$ cat config.mk
export PLATFORM = sky130hd
export DESIGN_NAME = tachometer_adaptive_iir_unit
export DESIGN_NICKNAME = d
export VERILOG_FILES = /design/src/hdl/tai_pkg.sv /design/src/hdl/tai_div.sv /design/src/hdl/tachometer_adaptive_iir_unit.sv
export VERILOG_INCLUDE_DIRS = /design/src /design/src/hdl
export SDC_FILE = /design/constraint.sdc
export NUM_CORES = 2
export LEC_CHECK = 0
export BUFFER_PORTS_ARGS = -buffer_cell sky130_fd_sc_hd__buf_2
export CORE_MARGIN = 3
export CORE_UTILIZATION = 40
export CTS_CLUSTER_SIZE = 40
export DETAILED_ROUTE_END_ITERATION = 6
export GPL_TIMING_DRIVEN = 0
export PLACE_DENSITY_LB_ADDON = 0.25
export SLEW_MARGIN = 25
export SYNTH_ARGS = -nofsm -noshare
export SYNTH_HDL_FRONTEND = slang
export SYNTH_SLANG_ARGS = --single-unit
$ cat constraint.sdc
create_clock -name aclk -period 17.1 [get_ports aclk]
set_input_delay 0 -clock aclk [delete_from_list [all_inputs] [get_ports aclk]]
set_output_delay 0 -clock aclk [all_outputs]
set_load 0.01 [all_outputs]
$ cat src/hdl/tachometer_adaptive_iir_unit_macros.svh
// ----------------------------------------------------------------------------
// Tachometer assertion macros
// Shared concurrent assertion helpers for the tachometer block.
// ----------------------------------------------------------------------------
`ifndef TACHOMETER_ADAPTIVE_IIR_UNIT_MACROS_SVH
`define TACHOMETER_ADAPTIVE_IIR_UNIT_MACROS_SVH

// same-cycle implication
`define TAI_ASSERT_NOW(label, clk, rstn, ante, cons, msg) \
    label: assert property (@(posedge clk) disable iff (!rstn) (ante) |-> (cons)) \
        else $error(msg);

// next-cycle implication
`define TAI_ASSERT_NEXT(label, clk, rstn, ante, cons, msg) \
    label: assert property (@(posedge clk) disable iff (!rstn) (ante) |=> (cons)) \
        else $error(msg);

`endif

$ cat src/hdl/tai_pkg.sv
`timescale 1ns / 1ps
// ----------------------------------------------------------------------------
// Tachometer package
// Types, constants and the gain table shared by the tachometer modules.
// ----------------------------------------------------------------------------
package tai_pkg;

    localparam int CHANNELS     = 4;
    localparam int CH_W         = 2;
    localparam int COUNTER_BITS = 16;
    localparam int GAIN_ENTRIES = 32;
    localparam int IDX_W        = 5;
    localparam int GAIN_W       = 13;
    localparam int GAIN_SHIFT   = 12;
    localparam int NUM_W        = 26;
    localparam int DEN_W        = 32;
    localparam int SPEED_W      = 27;
    localparam int PROD_W       = 46;
    localparam int CNT_W        = 4;

    localparam logic [GAIN_W-1:0] FULL_GAIN = 13'd4096;

    // config register indexes
    localparam logic [1:0] REG_TIMEOUT = 2'd0;
    localparam logic [1:0] REG_SCALE   = 2'd1;
    localparam logic [1:0] REG_RISE    = 2'd2;

    localparam logic [GAIN_W-1:0] GAIN_LUT [0:GAIN_ENTRIES-1] = '{
        13'd4096, 13'd3891, 13'd3180, 13'd2587, 13'd2159, 13'd1846, 13'd1610, 13'd1426,
        13'd1279, 13'd1160, 13'd1060, 13'd977,  13'd905,  13'd843,  13'd789,  13'd742,
        13'd699,  13'd662,  13'd628,  13'd597,  13'd570,  13'd545,  13'd521,  13'd500,
        13'd481,  13'd463,  13'd446,  13'd430,  13'd416,  13'd402,  13'd389,  13'd377
    };

    typedef enum logic [3:0] {
        ST_IDLE,
        ST_SPD,
        ST_SPD_WAIT,
        ST_CAP,
        ST_MUL,
        ST_FILT,
        ST_IDX_WAIT,
        ST_TIMEOUT,
        ST_DONE
    } state_t;

    typedef struct packed {
        logic             start;
        logic [NUM_W-1:0] num;
        logic [DEN_W-1:0] den;
    } div_req_t;

endpackage

$ cat src/hdl/tai_div.sv
`timescale 1ns / 1ps
// ----------------------------------------------------------------------------
// Serial divider
// Restoring divider, one quotient bit per cycle.
// ----------------------------------------------------------------------------
module tai_div (
    input  logic                      aclk,
    input  logic                      aresetn,
    input  tai_pkg::div_req_t         req,
    output logic                      busy,
    output logic                      done,
    output logic [tai_pkg::NUM_W-1:0] quot
);

    logic [tai_pkg::DEN_W-1:0] rem_reg, rem_next;
    logic [tai_pkg::DEN_W-1:0] den_reg;
    logic [tai_pkg::NUM_W-1:0] num_reg;
    logic [tai_pkg::NUM_W-1:0] quot_reg;
    logic [4:0]                cnt_reg;
    logic                      busy_reg;
    logic                      done_reg;
    logic [tai_pkg::DEN_W:0]   trial;
    logic                      fits;

    // shift in next numerator bit, subtract if it fits
    assign trial    = {rem_reg, num_reg[tai_pkg::NUM_W-1]};
    assign fits     = trial >= {1'b0, den_reg};
    assign rem_next = fits ? tai_pkg::DEN_W'(trial - {1'b0, den_reg})
                           : trial[tai_pkg::DEN_W-1:0];

    always_ff @(posedge aclk) begin
        if (!aresetn) begin
            busy_reg <= 1'b0;
            done_reg <= 1'b0;
            cnt_reg  <= '0;
        end else begin
            done_reg <= 1'b0;
            if (req.start) begin
                busy_reg <= 1'b1;
                cnt_reg  <= 5'(tai_pkg::NUM_W - 1);
            end else if (busy_reg) begin
                cnt_reg <= cnt_reg - 5'd1;
                if (cnt_reg == '0) begin
                    busy_reg <= 1'b0;
                    done_reg <= 1'b1;
                end
            end
        end
    end

    always_ff @(posedge aclk) begin
        if (req.start) begin
            rem_reg  <= '0;
            den_reg  <= req.den;
            num_reg  <= req.num;
            quot_reg <= '0;
        end else if (busy_reg) begin
            rem_reg  <= rem_next;
            num_reg  <= {num_reg[tai_pkg::NUM_W-2:0], 1'b0};
            quot_reg <= {quot_reg[tai_pkg::NUM_W-2:0], fits};
        end
    end

    assign busy = busy_reg;
    assign done = done_reg;
    assign quot = quot_reg;

endmodule

$ cat src/hdl/tachometer_adaptive_iir_unit.sv
`timescale 1ns / 1ps
// ----------------------------------------------------------------------------
// Four-channel fan tachometer with adaptive IIR smoothing
// Turns capture stamps and timer overflow ticks into per-channel speeds.
// ----------------------------------------------------------------------------
//
//  channel   dir   handshake          payload
//  s_        in    s_tvalid/s_tready  s_tdata: stamps, s_tuser: tick, capture mask
//  m_        out   m_tvalid/m_tready  m_tdata: speeds, m_tuser: present, fresh
//  cfg_      in    cfg_we             cfg_addr, cfg_wdata
//
//  One word in, one word out. A speed takes a quotient from the shared
//  serial divider; a filter update takes a shift-add multiply, a gain index
//  divide and the control steps in ST_CAP and ST_FILT.
//  Reset is synchronous, active low; all channel state returns to no signal.
//  A result waits in the output register; the next word is accepted while
//  it waits, and the block only stalls at finish if it is still not taken.
// ----------------------------------------------------------------------------
`include "tachometer_adaptive_iir_unit_macros.svh"

module tachometer_adaptive_iir_unit (
    input  logic         aclk,
    input  logic         aresetn,
    // config write port
    input  logic         cfg_we,
    input  logic [1:0]   cfg_addr,
    input  logic [25:0]  cfg_wdata,
    // input stream
    input  logic         s_tvalid,
    output logic         s_tready,
    input  logic [63:0]  s_tdata,   // stamp_ch0, stamp_ch1, stamp_ch2, stamp_ch3
    input  logic [4:0]   s_tuser,   // tick, capture_mask[3:0]
    // result stream
    output logic         m_tvalid,
    input  logic         m_tready,
    output logic [111:0] m_tdata,   // speed_ch0..speed_ch3 (27b each), zero pad
    output logic [4:0]   m_tuser    // present_mask[3:0], speeds_fresh
);

    localparam int NCH = tai_pkg::CHANNELS;
    localparam logic [tai_pkg::CH_W-1:0] LAST_CH = tai_pkg::CH_W'(NCH - 1);

    // config registers
    logic [7:0]  timeout_reg;
    logic [25:0] scale_reg;
    logic [23:0] rise_reg;

    // channel state
    logic [31:0]                  cycle_reg;
    logic [31:0]                  last_cycle_reg [NCH];
    logic [15:0]                  last_stamp_reg [NCH];
    logic [tai_pkg::GAIN_W-1:0]   gain_reg       [NCH];
    logic signed [31:0]           filt_reg       [NCH];
    logic signed [tai_pkg::SPEED_W-1:0] speed_reg [NCH];

    // word being worked on
    logic                         tick_reg;
    logic [NCH-1:0]               mask_reg;
    logic [15:0]                  stamp_reg [NCH];
    logic [tai_pkg::CH_W-1:0]     ch_reg;

    // serial multiply
    logic signed [tai_pkg::PROD_W-1:0] mcand_reg;
    logic signed [tai_pkg::PROD_W-1:0] acc_reg;
    logic [tai_pkg::GAIN_W-1:0]        gsh_reg;
    logic [tai_pkg::CNT_W-1:0]         mul_cnt_reg;
    logic signed [31:0]                raw_reg;

    // output register
    logic         m_tvalid_reg;
    logic [111:0] m_tdata_reg;
    logic [4:0]   m_tuser_reg;
    logic [111:0] out_data;
    logic [4:0]   out_user;

    tai_pkg::state_t   state_reg, state_next;
    tai_pkg::div_req_t div_req;
    logic              div_busy, div_done;
    logic [tai_pkg::NUM_W-1:0] div_quot;

    logic               accept, adv, out_load, ch_last;
    logic signed [31:0] cur_filt;
    logic               cur_neg, cur_zero, cur_cap;
    logic [31:0]        raw_d;
    logic               raw_nonpos;
    logic signed [tai_pkg::PROD_W-1:0] prod_sh;
    logic signed [31:0] filt_new;
    logic [tai_pkg::IDX_W-1:0] gain_idx;
    logic [NCH-1:0]     gain_ok;

    assign accept   = s_tvalid && s_tready;
    assign ch_last  = ch_reg == LAST_CH;
    assign cur_filt = filt_reg[ch_reg];
    assign cur_neg  = cur_filt[31];
    assign cur_zero = cur_filt == '0;
    assign cur_cap  = mask_reg[ch_reg];

    // raw interval: stamp delta plus overflow delta, wraps at 32 bits
    assign raw_d = 32'(({16'd0, stamp_reg[ch_reg]} - {16'd0, last_stamp_reg[ch_reg]})
                 + ((cycle_reg - last_cycle_reg[ch_reg]) << tai_pkg::COUNTER_BITS));
    assign raw_nonpos = raw_reg[31] || (raw_reg == '0);

    // floor divide by 4096 is an arithmetic shift
    assign prod_sh  = acc_reg >>> tai_pkg::GAIN_SHIFT;
    assign filt_new = 32'(cur_filt + prod_sh[31:0]);

    assign gain_idx = (|div_quot[tai_pkg::NUM_W-1:tai_pkg::IDX_W])
                    ? tai_pkg::IDX_W'(tai_pkg::GAIN_ENTRIES - 1)
                    : div_quot[tai_pkg::IDX_W-1:0];

    tai_div u_div (
        .aclk    (aclk),
        .aresetn (aresetn),
        .req     (div_req),
        .busy    (div_busy),
        .done    (div_done),
        .quot    (div_quot)
    );

    // next state
    always_comb begin
        state_next = state_reg;
        case (state_reg)
            tai_pkg::ST_IDLE: begin
                if (s_tvalid) begin
                    state_next = s_tuser[0] ? tai_pkg::ST_SPD : tai_pkg::ST_CAP;
                end
            end
            tai_pkg::ST_SPD: begin
                if (!cur_neg && !cur_zero) begin
                    state_next = tai_pkg::ST_SPD_WAIT;
                end else if (ch_last) begin
                    state_next = tai_pkg::ST_CAP;
                end
            end
            tai_pkg::ST_SPD_WAIT: begin
                if (div_done) begin
                    state_next = ch_last ? tai_pkg::ST_CAP : tai_pkg::ST_SPD;
                end
            end
            tai_pkg::ST_CAP: begin
                if (cur_cap && !cur_neg) begin
                    state_next = tai_pkg::ST_MUL;
                end else if (ch_last) begin
                    state_next = tai_pkg::ST_TIMEOUT;
                end
            end
            tai_pkg::ST_MUL: begin
                if (mul_cnt_reg == tai_pkg::CNT_W'(tai_pkg::GAIN_W - 1)) begin
                    state_next = tai_pkg::ST_FILT;
                end
            end
            tai_pkg::ST_FILT: begin
                if (!raw_nonpos) begin
                    state_next = tai_pkg::ST_IDX_WAIT;
                end else begin
                    state_next = ch_last ? tai_pkg::ST_TIMEOUT : tai_pkg::ST_CAP;
                end
            end
            tai_pkg::ST_IDX_WAIT: begin
                if (div_done) begin
                    state_next = ch_last ? tai_pkg::ST_TIMEOUT : tai_pkg::ST_CAP;
                end
            end
            tai_pkg::ST_TIMEOUT: state_next = tai_pkg::ST_DONE;
            tai_pkg::ST_DONE: begin
                if (!m_tvalid_reg || m_tready) begin
                    state_next = tai_pkg::ST_IDLE;
                end
            end
            default: state_next = tai_pkg::ST_IDLE;
        endcase
    end

    // control outputs
    always_comb begin
        s_tready      = 1'b0;
        adv           = 1'b0;
        out_load      = 1'b0;
        div_req.start = 1'b0;
        div_req.num   = scale_reg;
        div_req.den   = cur_filt;
        case (state_reg)
            tai_pkg::ST_IDLE: s_tready = 1'b1;
            tai_pkg::ST_SPD: begin
                div_req.start = !cur_neg && !cur_zero;
                adv           = cur_neg || cur_zero;
            end
            tai_pkg::ST_SPD_WAIT: adv = div_done;
            tai_pkg::ST_CAP:      adv = !(cur_cap && !cur_neg);
            tai_pkg::ST_FILT: begin
                div_req.num   = {2'd0, rise_reg};
                div_req.den   = raw_reg;
                div_req.start = !raw_nonpos;
                adv           = raw_nonpos;
            end
            tai_pkg::ST_IDX_WAIT: adv = div_done;
            tai_pkg::ST_DONE:     out_load = !m_tvalid_reg || m_tready;
            default: ;
        endcase
    end

    always_ff @(posedge aclk) begin
        if (!aresetn) begin
            state_reg <= tai_pkg::ST_IDLE;
        end else begin
            state_reg <= state_next;
        end
    end

    // config writes
    always_ff @(posedge aclk) begin
        if (!aresetn) begin
            timeout_reg <= 8'd2;
            scale_reg   <= 26'd19636364;
            rise_reg    <= 24'd65455;
        end else if (cfg_we) begin
            case (cfg_addr)
                tai_pkg::REG_TIMEOUT: timeout_reg <= cfg_wdata[7:0];
                tai_pkg::REG_SCALE:   scale_reg   <= cfg_wdata;
                tai_pkg::REG_RISE:    rise_reg    <= cfg_wdata[23:0];
                default: ;
            endcase
        end
    end

    // channel state
    always_ff @(posedge aclk) begin
        if (!aresetn) begin
            cycle_reg <= '0;
            for (int i = 0; i < NCH; i++) begin
                last_cycle_reg[i] <= '0;
                last_stamp_reg[i] <= '0;
                gain_reg[i]       <= '0;
                filt_reg[i]       <= -32'sd1;
                speed_reg[i]      <= -27'sd1;
            end
        end else begin
            case (state_reg)
                tai_pkg::ST_IDLE: begin
                    if (accept && s_tuser[0]) begin
                        cycle_reg <= cycle_reg + 32'd1;
                    end
                end
                tai_pkg::ST_SPD: begin
                    if (cur_neg) begin
                        speed_reg[ch_reg] <= -27'sd1;
                    end else if (cur_zero) begin
                        speed_reg[ch_reg] <= {1'b0, scale_reg};
                    end
                end
                tai_pkg::ST_SPD_WAIT: begin
                    if (div_done) begin
                        speed_reg[ch_reg] <= {1'b0, div_quot};
                    end
                end
                tai_pkg::ST_CAP: begin
                    if (cur_cap) begin
                        last_cycle_reg[ch_reg] <= cycle_reg;
                        last_stamp_reg[ch_reg] <= stamp_reg[ch_reg];
                        if (cur_neg) begin
                            // first capture: seed, full gain
                            filt_reg[ch_reg] <= {8'd0, timeout_reg, 16'd0};
                            gain_reg[ch_reg] <= tai_pkg::FULL_GAIN;
                        end
                    end
                end
                tai_pkg::ST_FILT: begin
                    filt_reg[ch_reg] <= filt_new;
                    if (raw_nonpos) begin
                        gain_reg[ch_reg] <= tai_pkg::GAIN_LUT[tai_pkg::GAIN_ENTRIES-1];
                    end
                end
                tai_pkg::ST_IDX_WAIT: begin
                    if (div_done) begin
                        gain_reg[ch_reg] <= tai_pkg::GAIN_LUT[gain_idx];
                    end
                end
                tai_pkg::ST_TIMEOUT: begin
                    for (int i = 0; i < NCH; i++) begin
                        if ((cycle_reg - last_cycle_reg[i]) > {24'd0, timeout_reg}) begin
                            filt_reg[i] <= -32'sd1;
                        end
                    end
                end
                default: ;
            endcase
        end
    end

    // word latch, channel walk, multiply
    always_ff @(posedge aclk) begin
        if (!aresetn) begin
            ch_reg <= '0;
        end else if (accept) begin
            ch_reg <= '0;
        end else if (adv) begin
            ch_reg <= ch_last ? '0 : ch_reg + 1'b1;
        end
    end

    always_ff @(posedge aclk) begin
        if (accept) begin
            tick_reg <= s_tuser[0];
            mask_reg <= s_tuser[4:1];
            for (int i = 0; i < NCH; i++) begin
                stamp_reg[i] <= s_tdata[16*i +: 16];
            end
        end
        if (state_reg == tai_pkg::ST_CAP) begin
            raw_reg     <= raw_d;
            mcand_reg   <= tai_pkg::PROD_W'(signed'(raw_d)) - tai_pkg::PROD_W'(cur_filt);
            acc_reg     <= '0;
            gsh_reg     <= gain_reg[ch_reg];
            mul_cnt_reg <= '0;
        end else if (state_reg == tai_pkg::ST_MUL) begin
            if (gsh_reg[0]) begin
                acc_reg <= acc_reg + mcand_reg;
            end
            mcand_reg   <= mcand_reg <<< 1;
            gsh_reg     <= gsh_reg >> 1;
            mul_cnt_reg <= mul_cnt_reg + 1'b1;
        end
    end

    // result word assembly
    always_comb begin
        out_data = '0;
        out_user = '0;
        for (int i = 0; i < NCH; i++) begin
            out_data[tai_pkg::SPEED_W*i +: tai_pkg::SPEED_W] = speed_reg[i];
            out_user[i] = !filt_reg[i][31];
        end
        out_user[4] = tick_reg;
    end

    // output register
    always_ff @(posedge aclk) begin
        if (!aresetn) begin
            m_tvalid_reg <= 1'b0;
        end else if (out_load) begin
            m_tvalid_reg <= 1'b1;
        end else if (m_tready) begin
            m_tvalid_reg <= 1'b0;
        end
    end

    always_ff @(posedge aclk) begin
        if (out_load) begin
            m_tdata_reg <= out_data;
            m_tuser_reg <= out_user;
        end
    end

    assign m_tvalid = m_tvalid_reg;
    assign m_tdata  = m_tdata_reg;
    assign m_tuser  = m_tuser_reg;

    always_comb begin
        for (int i = 0; i < NCH; i++) begin
            gain_ok[i] = gain_reg[i] <= tai_pkg::FULL_GAIN;
        end
    end

    `TAI_ASSERT_NOW(a_div_idle, aclk, aresetn, div_req.start, !div_busy, "divider restarted while busy")
    `TAI_ASSERT_NOW(a_mul_masked, aclk, aresetn, state_reg == tai_pkg::ST_MUL, cur_cap, "filter step on channel without capture")
    `TAI_ASSERT_NOW(a_gain_range, aclk, aresetn, 1'b1, &gain_ok, "filter gain above full scale")
    `TAI_ASSERT_NEXT(a_load_valid, aclk, aresetn, out_load, m_tvalid && state_reg == tai_pkg::ST_IDLE, "result not presented after finish")

endmodule
# --- Word level (Yosys, flattened, before mapping) ---
# Memories as Yosys holds them, arrays and structs flattened. A register that Yosys moved wholly into a read port is not among the register bits.
# Cells that the tools add are included.
word_totals:
  memories: 7
  ram_bits: 544
  register_bits: 371
  rom_bits: 416
mem_list:
  columns: ["memory", "words", "width", "rd", "rd_ports_with_merged_regs", "write_ports", "line", "text"]
  rows:
  - ["(no name shown)", 32, 13, 1, 0, 0, "tachometer_adaptive_iir_unit.sv:276", "gain_reg[ch_reg] <= tai_pkg::GAIN_LUT[gain_idx];"]
  - ["filt_reg", 4, 32, 5, 1, 4, "tachometer_adaptive_iir_unit.sv:53", "logic signed [31:0] filt_reg [NCH];"]
  - ["last_cycle_reg", 4, 32, 5, 1, 4, "tachometer_adaptive_iir_unit.sv:50", "logic [31:0] last_cycle_reg [NCH];"]
  - ["speed_reg", 4, 27, 4, 4, 4, "tachometer_adaptive_iir_unit.sv:54", "logic signed [tai_pkg::SPEED_W-1:0] speed_reg [NCH];"]
  - ["last_stamp_reg", 4, 16, 1, 1, 4, "tachometer_adaptive_iir_unit.sv:51", "logic [15:0] last_stamp_reg [NCH];"]
  - ["stamp_reg", 4, 16, 1, 1, 4, "tachometer_adaptive_iir_unit.sv:59", "logic [15:0] stamp_reg [NCH];"]
  - ["1 more memories", null, null, null, null, null, null, null]
op_classes:
  n_addsub: 15
  bitwise: 12
  n_reduce_logical: 40
  n_mux: 124
  eq_ne: 19
  magnitude_cmp: 7
ops:
  columns: ["op", "n"]
  rows:
  - ["two-way mux 32 bit", 8]
  - ["subtractor 32 bit", 5]
  - ["greater-than comparator 32 x 8 -> 1 bit", 4]
  - ["two-way mux 46 bit", 2]
  - ["two-way mux 13 bit", 7]
  - ["two-way mux 27 bit", 3]
  - ["adder 32 bit", 2]
  - ["logical NOT 32 bit", 2]
  - ["two-way mux 1 bit", 64]
  - ["OR reduction 32 bit", 2]
  - ["two-way mux 58 bit", 1]
  - ["two-way mux 26 bit", 2]
  - ["adder 46 bit", 1]
  - ["two-way mux 2 bit", 18]
  - ["two-way mux 4 bit", 9]
  - ["one-hot mux 4 bit (9 select lines)", 1]
  - [">= comparator 33 x 32 -> 1 bit", 1]
  - ["subtractor 32 x 32 -> 33 bit", 1]
  - ["adder 32 x 1 -> 32 bit, second input constant", 1]
  - ["OR reduction 27 bit", 1]
  - ["OR reduction 21 bit", 1]
  - ["subtractor 16 x 16 -> 17 bit", 1]
  - ["== test 4 x 3 -> 1 bit, second input constant", 4]
  - ["two-way mux 16 bit", 1]
  - ["35 further kinds", 75]

# --- Depth between registers and ports, before layout ---
logic_depth:
  ltp_word: 10
  depth_mapped: 38
  mapped_depth_nobuf: 33

# --- Cells and area by module ---
# Synthesis repeated with hierarchy kept, for this count alone.
unflattened:
  hier_cells: 5536
  area_unflattened_um2: 58093.2
by_module_without_submodules:
  columns: ["module", "seq_area_each_um2", "cells_each", "instances", "area_per_inst_um2"]
  rows:
  - ["tachometer_adaptive_iir_unit", 25494.5, 4904, 1, 51622.0]
  - ["tai_div", 3042.9, 632, 1, 6471.2]

# --- Worst setup path before layout ---
# Ideal clock, no wire load.
synth_timing:
  kind: "reg2reg"
  from: "register with a tool-made name"
  to: "register mcand_reg[33] in the netlist's numbering, data pin"
  arrival_time_ps: 8991
  setup_ps: 131
  path_buffers: 5
  setup_slack_ps: 7978
  required_ps: 16969
  stages_incl_launch_ff: 35
  path_cell_list: "dfxtp_1 buf_6 buf_2 buf_1 buf_1 mux4_2 inv_1 ha_1 nor2b_1 o21ai_0 a21boi_0 o21a_1 o21ai_0 nand2b_1 nand4_1 a31oi_1 a311oi_1 nor2_1 a211oi_1 ha_1 fa_1 ha_1 and3_1 and3_1 and4_1 a21oi_1 o221ai_1 a31oi_1 o21ai_0 a311oi_1 o41ai_1 a21oi_1 o2111ai_1 buf_2 nand2_1"
synth_lines:
  columns: ["element", "line", "text"]
  rows:
  - ["end signal, assigned", "tachometer_adaptive_iir_unit.sv:312", "mcand_reg <= tai_pkg::PROD_W'(signed'(raw_d)) - tai_pkg::PROD_W'(cur_filt);"]
  - ["end signal, assigned", "tachometer_adaptive_iir_unit.sv:320", "mcand_reg <= mcand_reg <<< 1;"]
  - ["end, declared", "tachometer_adaptive_iir_unit.sv:63", "logic signed [tai_pkg::PROD_W-1:0] mcand_reg;"]

==> out/qor.yml <==
final.setup.tns_ns: 0
die_w_um: 382.7
max_stage_delay_ns: 0.78
fillerInstances: 13080
area_delta_synth_final_pct: 17.92
seqPwrFrac_pct: 32.1
worst-setup-path-type: "flip-flop to flip-flop"
timing.fmax_mhz: 92.76
fin_nets: 6546
critPathBufInv: 6
ios: 221
clock_skew_ns: 0.1093
cp.depth: 37
via_count: 44300
vias_per_cell: 5.498
cts_resized: 0
hp-class: "input port to flip-flop"
status: "finished, final reports clean"
rows: 137
min_from: "cfg_wdata[13]"
cts_tree: "built"
end_kind: "flip-flop"
period_needed_ns: 10.78
vdd_ir_drop_max_mv: 0.1151
postLayoutSetupSlackWorst_ns: 6.320
grt_max_degree: 53
p_sw_share_pct: 38.28
cts.clk_slew.worst_paths_ns: 0.07
finalCritPeriodShare_pct: 63.04
synthArstFlopShare_pct: 0
postCtsSetupRepairBufs: 0
grt_pass1_wl_um: 263500
cts_buffer_depth: 3
r2r_cells: 37
comb_power_share_pct: 41.1
cell_internal_pwr_mw: 5.997
power_mw: 9.718
required_ns: 17.72
grt_usage_pct: 23.47
port_buffers: 216
firstDrtPassIters: 6
cts.sinks: 1021
setup_viol: 0
wl_per_cell_um: 21.79
cts_root_buffer: "clkbuf_16"
hold_viol: 0
synthesis.area_um2: 56760
yosysWarningCount: 0
ys_seq_area_share_pct: 50.28
worst_pin_slew_ns: 1.121
critical_path_peak_fanout: 16
dieArea_um2: 146500
drtIter0Drc: 3923
slew_headroom_pct: 25.11
overflow: 0
rsz0062_at_grt: "no"
antenna_left: 0
initial_core_util_pct: 40.48
h-tree-depth: 3
dpl_worst_slack_ns: 6.500
netlist_instances: 5535
startpoint_type: "flip-flop"
globalplace.congestion: 0.9481
synth_cell_types: 92
drive_above_1_share_pct: 10.07
routed_wl_um: 175600
coreArea_um2: 140200
p_sw_mw: 3.720
cap_violations: 0
grt_antenna_before_repair: 5
synth_edf_count: 809
critPathTopFamily: "compound AO/OA/AOI/OAI gates"
route.detailed.drc: 0
cp.arrival_ns: 11.40
p_per_area_nw_per_um2: 145.2
dp_hpwl_um: 133000
finalMaxSlewViolations: 0
clkPwrFrac_pct: 26.8
ys_ff_latch: 1021
clk_latency_ns: 0.80
die_y_um: 382.7
ys.flop_type: "edfxtp_1"
grt_pass1_vias: 42950
p_leak_nw: 25.56
avgSynthCellArea_um2: 10.26
numCtsBuffers: 112
worstHoldPathCells: 4
crit_path_top_delay_cell: "clkbuf_1"
## power by group through the flow
stage          clock [mW]  sequential, mW  combinational (mW)
2_1_floorplan           0            3.12                2.72
6_report             2.61            3.12                4.00
3_5_place_dp            0            3.16                3.89
4_1_cts              2.65            3.11                3.96
5_1_grt              2.75            3.13                4.35
3_3_place_gp            0            3.19                3.80
## synth_stat cells, types with 47 or more instances
master / count / area (um2)
ha_1: 353 / 4417
dfxtp_1: 212 / 4244
a21oi_1: 384 / 1922
nand3_1: 105 / 525.5
o21ai_0: 287 / 1436
nand4_1: 53 / 331.6
xor2_1: 105 / 919.6
nor2_1: 491 / 1843
xnor2_1: 148 / 1296
nand2_1: 793 / 2977
mux4_2: 94 / 2117
a21o_1: 136 / 1021
nor2b_1: 50 / 312.8
inv_1: 419 / 1573
a211oi_1: 54 / 405.4
clkbuf_1: 182 / 683.2
and3_1: 54 / 337.8
nor3_1: 53 / 265.3
mux2i_1: 79 / 790.8
edfxtp_1: 809 / 24290
nand2b_1: 48 / 300.3
o21a_1: 47 / 352.8
## per-layer routing
| layer | share of wire (%) | GRT usage (%) |
|---|---|---|
| met5 | 0.028 | 0 |
| met4 | 3.7 | 8.234 |
| met3 | 6.6 | 3.385 |
| met2 | 47 | 38.46 |
| met1 | 43 | 31.80 |
## logic make-up (layout without fill, tap and decap cells)
kind of cell | count (synthesis) | in the layout | synth area share (%)
AND/OR/NAND/NOR | 1827 | 1827 | 14.36
flip-flops | 1021 | 1021 | 50.28
XOR/XNOR | 253 | 253 | 3.904
multiplexers | 177 | 177 | 5.202
buffers and inverters | 651 | 1292 | 4.391
AO/OA/AOI/OAI | 1240 | 1240 | 13.68
adder cells (fa/ha/maj) | 365 | 365 | 8.187
other | 1 | 7 | 0.006607
## layout by cell type (no fill, tap or decap), types with 112 or more instances in the layout
cell and n:
a21o_1 136, a21oi_1 384, buf_2 239, clkbuf_1 198, clkbuf_16 112, dfxtp_1 212
dlygate4sd3_1 182, edfxtp_1 809, ha_1 353, inv_1 419, nand2_1 792, nor2_1 488
o21ai_0 279, xnor2_1 148
## through the flow
stage	std cells	hold slack [ns]	area, um2	util, %
after floorplan	5538	0.09887	56770	-
after global placement	7630	0.1772	60200	42.93
after detailed placement	7660	0.1781	61100	43.57
after CTS	8055	0.002310	66920	47.73
after global routing	8057	0.01978	66930	47.74
final	8058	0.03825	66940	47.74
## worst reg2reg max path: cells and delay by family (launching register included)
family                   cells  cell delay [ns]
adder cells (fa/ha/maj)      5             1.74
multiplexers                 1             0.42
buffers and inverters        6             3.02
AO/OA/AOI/OAI               17             3.71
flip-flops                   1             0.38
XOR/XNOR                     1             0.27
AND/OR/NAND/NOR              7             1.11
## final timing paths
kind	slack, ns	endpoint
worst min register to register	0.40	m_tdata[5]$_DFFE_PP_
worst max-delay path	6.32	mcand_reg[41]$_DFFE_PP_
worst max register to register	6.32	mcand_reg[41]$_DFFE_PP_
worst min-delay path	0.04	rise_reg[13]$_SDFFE_PN1P_
## layout make-up
type	count	area [um2]	share of cell area, %
sequential	1021	28540	42.63
multi-input combinational	3866	25920	38.72
timing repair buffer	428	3611	5.395
clock buffer	135	2919	4.361
tap	1876	2347	3.507
inverter	422	1584	2.366
clock inverter	78	1086	1.623
buffer	229	923.4	1.380
antenna	3	7.507	0.01122
## timing repair
action,in CTS,in global routing
hold endpoints to repair,151,0
hold buffers,182,0
setup endpoints to repair,0,0
Power figures use the tool's default switching activity.
